$ cat src/tam_pkg.sv
// Shared constants and types for the three-axis trimmed mean block.
// Used by the channel interfaces, the axis cell and the top level.
package tam_pkg;

  // Width of one sample and of one mean
  localparam int SAMPLE_W = 16;

  // Default log2 of the number of values kept per window
  localparam int KEPT_LOG2_DEF = 3;

  // Per-item strobes from the window control to every axis cell
  typedef struct packed {
    logic acc_en;   // item accepted: fold the sample into the running state
    logic first;    // item opens a window
    logic fin_en;   // item closes a window: capture sum, min and max
    logic kep_en;   // form the trimmed sum
    logic out_en;   // form the mean into the result register
  } tam_ctl_t;

endpackage

$ cat src/tam_if.sv
// Valid/ready channel interfaces for sample items and mean items.
// Depends on tam_pkg for the sample width.
interface tam_in_if;
  logic                                valid;
  logic                                ready;
  logic signed [tam_pkg::SAMPLE_W-1:0] sample_x;
  logic signed [tam_pkg::SAMPLE_W-1:0] sample_y;
  logic signed [tam_pkg::SAMPLE_W-1:0] sample_z;

  modport source (output valid, output sample_x, output sample_y, output sample_z,
                  input ready);
  modport sink   (input valid, input sample_x, input sample_y, input sample_z,
                  output ready);
endinterface

interface tam_out_if;
  logic                                valid;
  logic                                ready;
  logic signed [tam_pkg::SAMPLE_W-1:0] mean_x;
  logic signed [tam_pkg::SAMPLE_W-1:0] mean_y;
  logic signed [tam_pkg::SAMPLE_W-1:0] mean_z;

  modport source (output valid, output mean_x, output mean_y, output mean_z,
                  input ready);
  modport sink   (input valid, input mean_x, input mean_y, input mean_z,
                  output ready);
endinterface

$ cat src/tam_cell.sv
// One axis cell: running sum/min/max over a window, then trim and divide.
// Depends on tam_pkg; strobes come from the window control in the top level.
module tam_cell #(
  parameter int KEPT_LOG2 = tam_pkg::KEPT_LOG2_DEF
) (
  input  logic                                clk,
  input  tam_pkg::tam_ctl_t                   ctl,
  input  logic signed [tam_pkg::SAMPLE_W-1:0] sample,
  output logic signed [tam_pkg::SAMPLE_W-1:0] mean
);
  import tam_pkg::*;

  // Window of 2^K+2 values does not exceed 2^(K+1) for K >= 1, so K+1 guard bits suffice
  localparam int SUM_W = SAMPLE_W + KEPT_LOG2 + 1;
  localparam logic signed [SUM_W-1:0] BIAS = SUM_W'((1 << KEPT_LOG2) - 1);

  logic signed [SUM_W-1:0]    sum_r, sum_nxt;
  logic signed [SAMPLE_W-1:0] lo_r, lo_nxt;
  logic signed [SAMPLE_W-1:0] hi_r, hi_nxt;
  logic signed [SUM_W-1:0]    fin_sum_r;
  logic signed [SAMPLE_W-1:0] fin_lo_r, fin_hi_r;
  logic signed [SUM_W-1:0]    kept_r, kept_nxt;
  logic signed [SUM_W-1:0]    biased;
  logic signed [SAMPLE_W-1:0] mean_r;
  logic signed [SUM_W-1:0]    sample_ext;

  // Running state update; first item of a window reloads it
  always_comb begin
    sample_ext = SUM_W'(sample);
    if (ctl.first) begin
      sum_nxt = sample_ext;
      lo_nxt  = sample;
      hi_nxt  = sample;
    end else begin
      sum_nxt = sum_r + sample_ext;
      lo_nxt  = (sample < lo_r) ? sample : lo_r;
      hi_nxt  = (sample > hi_r) ? sample : hi_r;
    end
  end

  // Drop one min and one max; the result fits well inside SUM_W
  assign kept_nxt = fin_sum_r - SUM_W'(fin_lo_r) - SUM_W'(fin_hi_r);

  // Divide by 2^K truncating toward zero: bias negatives before the shift
  assign biased = kept_r + (kept_r[SUM_W-1] ? BIAS : '0);

  always_ff @(posedge clk) begin
    if (ctl.acc_en) begin
      sum_r <= sum_nxt;
      lo_r  <= lo_nxt;
      hi_r  <= hi_nxt;
    end
    if (ctl.fin_en) begin
      fin_sum_r <= sum_nxt;
      fin_lo_r  <= lo_nxt;
      fin_hi_r  <= hi_nxt;
    end
    if (ctl.kep_en) begin
      kept_r <= kept_nxt;
    end
    if (ctl.out_en) begin
      mean_r <= biased[KEPT_LOG2 +: SAMPLE_W];
    end
  end

  assign mean = mean_r;

endmodule

$ cat src/three_axis_trimmed_mean.sv
// Top level of the three-axis trimmed mean: window control, result pipeline
// valids and a row of three axis cells. Depends on tam_pkg, tam_if, tam_cell.
//
//  channel   dir  handshake     payload
//  in_item   in   valid/ready   sample_x, sample_y, sample_z (s16)
//  out_item  out  valid/ready   mean_x, mean_y, mean_z (s16)
//
// One item per cycle is accepted. Every 2^KEPT_LOG2+2 items close a window;
// its result passes the capture, trim and divide stages, each a register,
// before it is offered. in_item.ready drops only while the capture stage
// holds a result that cannot move on because out_item stalls.
// Reset clears the window position and all stage valids.
module three_axis_trimmed_mean #(
  parameter int KEPT_LOG2 = tam_pkg::KEPT_LOG2_DEF
) (
  input  logic       clk,
  input  logic       rst_n,
  tam_in_if.sink     in_item,
  tam_out_if.source  out_item
);
  import tam_pkg::*;

  localparam int WIN   = (1 << KEPT_LOG2) + 2;
  localparam int POS_W = $clog2(WIN);
  localparam logic [POS_W-1:0] POS_LAST = POS_W'(WIN - 1);

  logic [POS_W-1:0] pos_r, pos_nxt;
  logic             fin_vld_r, kep_vld_r, out_vld_r;
  logic             in_fire, is_last;
  logic             fin_load, kep_load, out_load;
  tam_ctl_t         ctl;

  // Stage advance: each stage moves when the next is empty or moving
  assign out_load = kep_vld_r && (!out_vld_r || out_item.ready);
  assign kep_load = fin_vld_r && (!kep_vld_r || out_load);
  assign in_item.ready = !fin_vld_r || kep_load;
  assign in_fire  = in_item.valid && in_item.ready;
  assign is_last  = (pos_r == POS_LAST);
  assign fin_load = in_fire && is_last;

  // Window position
  always_comb begin
    pos_nxt = pos_r;
    if (in_fire) begin
      pos_nxt = is_last ? '0 : pos_r + POS_W'(1);
    end
  end

  always_ff @(posedge clk) begin
    if (!rst_n) begin
      pos_r     <= '0;
      fin_vld_r <= 1'b0;
      kep_vld_r <= 1'b0;
      out_vld_r <= 1'b0;
    end else begin
      pos_r <= pos_nxt;
      if (fin_load) begin
        fin_vld_r <= 1'b1;
      end else if (kep_load) begin
        fin_vld_r <= 1'b0;
      end
      if (kep_load) begin
        kep_vld_r <= 1'b1;
      end else if (out_load) begin
        kep_vld_r <= 1'b0;
      end
      if (out_load) begin
        out_vld_r <= 1'b1;
      end else if (out_item.ready) begin
        out_vld_r <= 1'b0;
      end
    end
  end

  // Strobes shared by all cells
  always_comb begin
    ctl.acc_en = in_fire;
    ctl.first  = (pos_r == '0);
    ctl.fin_en = fin_load;
    ctl.kep_en = kep_load;
    ctl.out_en = out_load;
  end

  // Row of axis cells
  tam_cell #(.KEPT_LOG2(KEPT_LOG2)) u_cell_x (
    .clk(clk), .ctl(ctl), .sample(in_item.sample_x), .mean(out_item.mean_x)
  );
  tam_cell #(.KEPT_LOG2(KEPT_LOG2)) u_cell_y (
    .clk(clk), .ctl(ctl), .sample(in_item.sample_y), .mean(out_item.mean_y)
  );
  tam_cell #(.KEPT_LOG2(KEPT_LOG2)) u_cell_z (
    .clk(clk), .ctl(ctl), .sample(in_item.sample_z), .mean(out_item.mean_z)
  );

  assign out_item.valid = out_vld_r;

  // Checks
  a_pos_range: assert property (@(posedge clk) disable iff (!rst_n)
    pos_r <= POS_LAST)
    else $error("window position out of range");

  a_fin_free: assert property (@(posedge clk) disable iff (!rst_n)
    fin_load |-> (!fin_vld_r || kep_load))
    else $error("window closed while capture stage is occupied");

  a_out_src: assert property (@(posedge clk) disable iff (!rst_n)
    $rose(out_vld_r) |-> $past(kep_vld_r))
    else $error("result offered without a trimmed sum behind it");

endmodule
$ cat src/flat_wrapper.sv
// flat-port wrapper written by rule: the top's interface ports become plain ports
module three_axis_trimmed_mean_flat import tam_pkg::*;
#(
  parameter int KEPT_LOG2 = tam_pkg::KEPT_LOG2_DEF
)
  (clk, rst_n, in_item_valid, in_item_sample_x, in_item_sample_y, in_item_sample_z, in_item_ready, out_item_valid, out_item_mean_x, out_item_mean_y, out_item_mean_z, out_item_ready);
  tam_in_if in_item_i ();
  tam_out_if out_item_i ();
  input  logic clk;
  input  logic rst_n;
  input wire logic [$bits(in_item_i.valid)-1:0] in_item_valid;
  input wire logic [$bits(in_item_i.sample_x)-1:0] in_item_sample_x;
  input wire logic [$bits(in_item_i.sample_y)-1:0] in_item_sample_y;
  input wire logic [$bits(in_item_i.sample_z)-1:0] in_item_sample_z;
  output wire logic [$bits(in_item_i.ready)-1:0] in_item_ready;
  output wire logic [$bits(out_item_i.valid)-1:0] out_item_valid;
  output wire logic [$bits(out_item_i.mean_x)-1:0] out_item_mean_x;
  output wire logic [$bits(out_item_i.mean_y)-1:0] out_item_mean_y;
  output wire logic [$bits(out_item_i.mean_z)-1:0] out_item_mean_z;
  input wire logic [$bits(out_item_i.ready)-1:0] out_item_ready;
  assign in_item_i.valid = in_item_valid;
  assign in_item_i.sample_x = in_item_sample_x;
  assign in_item_i.sample_y = in_item_sample_y;
  assign in_item_i.sample_z = in_item_sample_z;
  assign in_item_ready = in_item_i.ready;
  assign out_item_valid = out_item_i.valid;
  assign out_item_mean_x = out_item_i.mean_x;
  assign out_item_mean_y = out_item_i.mean_y;
  assign out_item_mean_z = out_item_i.mean_z;
  assign out_item_i.ready = out_item_ready;
  three_axis_trimmed_mean #(.KEPT_LOG2(KEPT_LOG2)) u_core (.clk(clk), .rst_n(rst_n), .in_item(in_item_i), .out_item(out_item_i));
endmodule
$ cat config.mk
export PLATFORM = sky130hd
export DESIGN_NAME = three_axis_trimmed_mean_flat
export DESIGN_NICKNAME = d
export VERILOG_FILES = /design/src/tam_pkg.sv /design/src/tam_if.sv /design/src/tam_cell.sv /design/src/three_axis_trimmed_mean.sv /design/src/flat_wrapper.sv
export SDC_FILE = /design/constraint.sdc
export NUM_CORES = 1
export LEC_CHECK = 0
export ABC_CLOCK_PERIOD_IN_PS = 28000
export BUFFER_PORTS_ARGS = -buffer_cell sky130_fd_sc_hd__buf_2
export CAP_MARGIN = 20
export CORE_MARGIN = 5
export CORE_UTILIZATION = 40
export DETAILED_ROUTE_END_ITERATION = 16
export PLACE_DENSITY_LB_ADDON = 0.1
export RECOVER_POWER = 50
export SLEW_MARGIN = 10
export SYNTH_ARGS = -nofsm -noshare
export SYNTH_HDL_FRONTEND = slang
export SYNTH_HIERARCHICAL = 1
export SYNTH_SLANG_ARGS = --single-unit
$ cat constraint.sdc
create_clock -name clk -period 28 [get_ports clk]
set_clock_uncertainty 0.05 [all_clocks]
set_input_delay 5.6 -clock clk [delete_from_list [all_inputs] [get_ports clk]]
set_output_delay 5.6 -clock clk [all_outputs]
set_load 0.05 [all_outputs]
==> summary.md <==
Status
• status: finished with violations
• failing checks: max-capacitance violations, max-slew violations

Placement
• post-detail-place hpwl: 39800 microns
• Port Buf Inserts: 101
• # placed instances: 3016
• Final GP Congestion: 0.816
• placed inst area: 27000 sq um

Logic synthesis
• proportion of synthesized area in mux cells: 5.30%
• largest family of logic cells by synthesized area: adder cells
• library cells used by synthesis: 86
• Mapped Avg Cell Area: 12.2 sq um
• FFs w/ async S/R, synth: 0%
• number of flops mapped to enable cells by yosys: 420
• area share of fa/ha/maj cells after synthesis: 15.6%
• simple-gate portion of the synthesized area: 7.94%
• fraction of the yosys area taken by sequential cells: 50.0%
• number of warnings issued by yosys: 6
• complex-gate fraction of the synthesized area: 12.0%
• Post-Syn Instances: 2095
• number of storage elements in the synthesis netlist: 427
• prevailing post-synth register cell: edfxtp_1
• xor and xnor area share after synthesis: 4.91%
• Synthesized Nets: 2429
• post-synthesis instance area: 25500 sq um

Finish
• area of combinational cells with multiple inputs: 11700 sq um
• final design instance area without fill: 28600 sq um
• total number of nets in the final design: 2557
• Post-Layout Cell Count: 3108
• number of filler instances in the final layout: 5876
• layout cells sized above 1: 11.3%
• relative area change from synthesis to final layout: 12.0%
• footprint of the flip-flops and latches: 12800 sq um

Floorplan
• I/O pin total: 102
• die extent in y: 262 microns
• standard cell core area: 63100 sq um
• Die Footprint: 68900 sq um
• effective utilization at floorplan: 40.4%
• number of rows in the core area: 92
• horizontal die dimension: 262 microns

Power and ir drop
• worst vdd rail ir drop: 41.0 uV
• Int Power: 0.00125 W
• net switching power of the design: 0.000413 W
• power share of the clock group: 40.4%
• static leakage power: 11.5 nW
• areal power density over the cells: 58.2 nW/um^2
• share of power burned in registers: 45.1%
• power after layout: 0.00166 W
• relative contribution of combinational cells to total power: 14.5%
• sw frac: 24.9%

STA
• worst hold-check slack: 0.490 ns
• transition at the pin with the smallest max-transition slack: 9.37 ns
• final period utilization: 47.6%
• Worst slew margin: -525%
• maximum clock frequency: 75.1 MHz
• number of pins exceeding their max-slew limit in the final report: 284
• final hold viol count: 0
• minimum period implied by the final worst setup slack: 13.32 ns
• Setup Viol. Count Final: 0
• RSZ-0062 raised after global routing: no
• Setup TNS Final: 0 ns

Worst setup path
• category of the worst setup path capture point: register
• crit start category: input port
• worst endpoint required time: 27.84 ns
• top fanout value on the critical path: 156
• setup slack of the most critical reg-to-reg path: 19.42 ns
• data arrival at the endpoint of the critical path: 13.16 ns
• classification of the worst setup path: in -> reg

Detailed routing
• average vias per placed instance: 5.21
• post-detailed-routing wire length: 55600 microns
• post-detailed-route DRC marker count: 0
• Detail Route Antenna Nets: 0
• first drt pass iteration count: 5
• post-detailed-route wirelength per cell: 17.9 microns
• total vias in the final route: 16202
• violation count after the first detailed-route iteration: 926

Clocking
• sinks on the clock net: 427
• total of cells resized after clock tree synthesis: 0
• TritonCTS buffer count: 50
• clock transition time at the flip-flop clock pins of the worst setup and hold paths: 0.06 ns
• clock insertion delay at the later pin of the skew report: 0.58 ns
• Max H-tree Level: 2
• clock tree root buffer cell: clkbuf_16
• maximum buffer depth of the clock tree: 3
• setup bufs post-CTS: 0
• count of hold buffers inserted by post-cts repair: 0
• clock tree from TritonCTS: yes

GRT
• first-pass GRT wire length: 88500 microns
• number of global-route vias before repair: 16383
• GRT Total Usage: 15.7%
• pin count of the biggest net entering global routing: 157
• leftover overflow at the end of global routing: 0
• initial antenna violation count: 1

Flow run
• max-cap violations: 4

Worst hold path
• Hold WC Path Type: reg -> reg

-- flip-flops by register name (all words and copies together) (netlist names), 20 cells and up --
register and cells:
u_core/u_cell_z/sum_r 20, u_core/u_cell_z/kept_r 20, u_core/u_cell_x/sum_r 20, u_core/u_cell_y/sum_r 20, u_core/u_cell_z/fin_sum_r 20, u_core/u_cell_x/fin_sum_r 20, u_core/u_cell_x/kept_r 20, u_core/u_cell_y/kept_r 20
u_core/u_cell_y/fin_sum_r 20
-- cells in the final DEF (no fill, tap or decap), types with 42 or more instances in the layout --
cell         n
a21o_1      67
a21oi_1    121
buf_2       46
clkbuf_1    71
clkbuf_16   53
edfxtp_1   420
fa_1        60
ha_1       222
inv_1      235
mux2_2      70
nand2_1    130
nand3_1     42
nor2_1      62
o21ai_0    106
xnor2_1     97
xor2_1      46
-- logic make-up after synthesis --
group / after synthesis
AND/OR/NAND/NOR: 402
buffers and inverters: 269
XOR/XNOR: 143
AO/OA/AOI/OAI: 463
adder cells (fa/ha/maj): 282
flip-flops: 427
multiplexers: 109
-- stage by stage --
| step | setup WS, ns | utilization [%] |
|---|---|---|
| 3_3_place_gp | 15.87 | 42.8 |
| 2_1_floorplan | 5.84 | - |
| 4_1_cts | 15.86 | 45.5 |
| 3_5_place_dp | 15.86 | 42.8 |
| 5_1_grt | 13.97 | 45.3 |
| 6_report | 14.68 | 45.3 |
-- critical path: stages --
cell and delay (ns):
buf_2 0.09, and4b_1 0.27, inv_1 0.12, nand3_1 0.08, nor4_1 0.25, clkbuf_1 6.34
-- routing by layer --
| layer | track usage [%] | share of wire (%) |
|---|---|---|
| met1 | 22.2 | 49 |
| met2 | 25.3 | 45 |
| met3 | 2.22 | 3.9 |
| met4 | 4.52 | 2.4 |
| met5 | 0 | 0 |
-- path summary, 6_finish.rpt --
| kind | from | end | cells past startpoint |
|---|---|---|---|
| worst max-delay path | out_item_ready | u_core/u_cell_y/fin_lo_r[4] | 6 |
| worst min-delay path | u_core/fin_vld_r | u_core/kep_vld_r | 2 |
| worst max register to register | u_core/kep_vld_r | u_core/u_cell_y/fin_lo_r[4] | 5 |
| worst min register to register | u_core/fin_vld_r | u_core/kep_vld_r | 2 |
-- synthesized netlist by cell type, drive strengths merged, types with 13 or more instances --
cell | number | area, sq um
a21oi | 124 | 643
a21o | 67 | 503
o21a | 21 | 158
a211oi | 22 | 170
fa | 60 | 1200
edfxtp | 420 | 12600
mux2 | 101 | 1250
nor3 | 25 | 125
ha | 222 | 2780
nor2 | 62 | 233
and3 | 21 | 131
o21bai | 14 | 105
nor2b | 21 | 131
o211ai | 13 | 97.6
nand4 | 31 | 194
clkbuf | 22 | 83.8
o21ai | 110 | 554
inv | 235 | 882
nand2 | 130 | 488
nand3 | 42 | 215
xor2 | 46 | 403
xnor2 | 97 | 850
-- final cells by class --
cell class	instances	share of cell area [%]
diodes	1	0.00876
multi-input cells	1399	40.9
flip-flops and latches	427	44.7
clock inverters	25	1.08
inverters	235	3.09
repair buffers	110	1.77
clock buffers	65	4.80
well taps	846	3.71
-- power groups by stage --
stage,registers [W],logic [W],clock network (W)
global route,0.000752,0.000269,0.000721
CTS,0.000750,0.000242,0.000696
global placement,0.000762,0.000236,0
detailed placement,0.000763,0.000240,0
finish,0.000750,0.000241,0.000671
floorplan,0.000761,0.000181,0
Power figures use the tool's default switching activity.
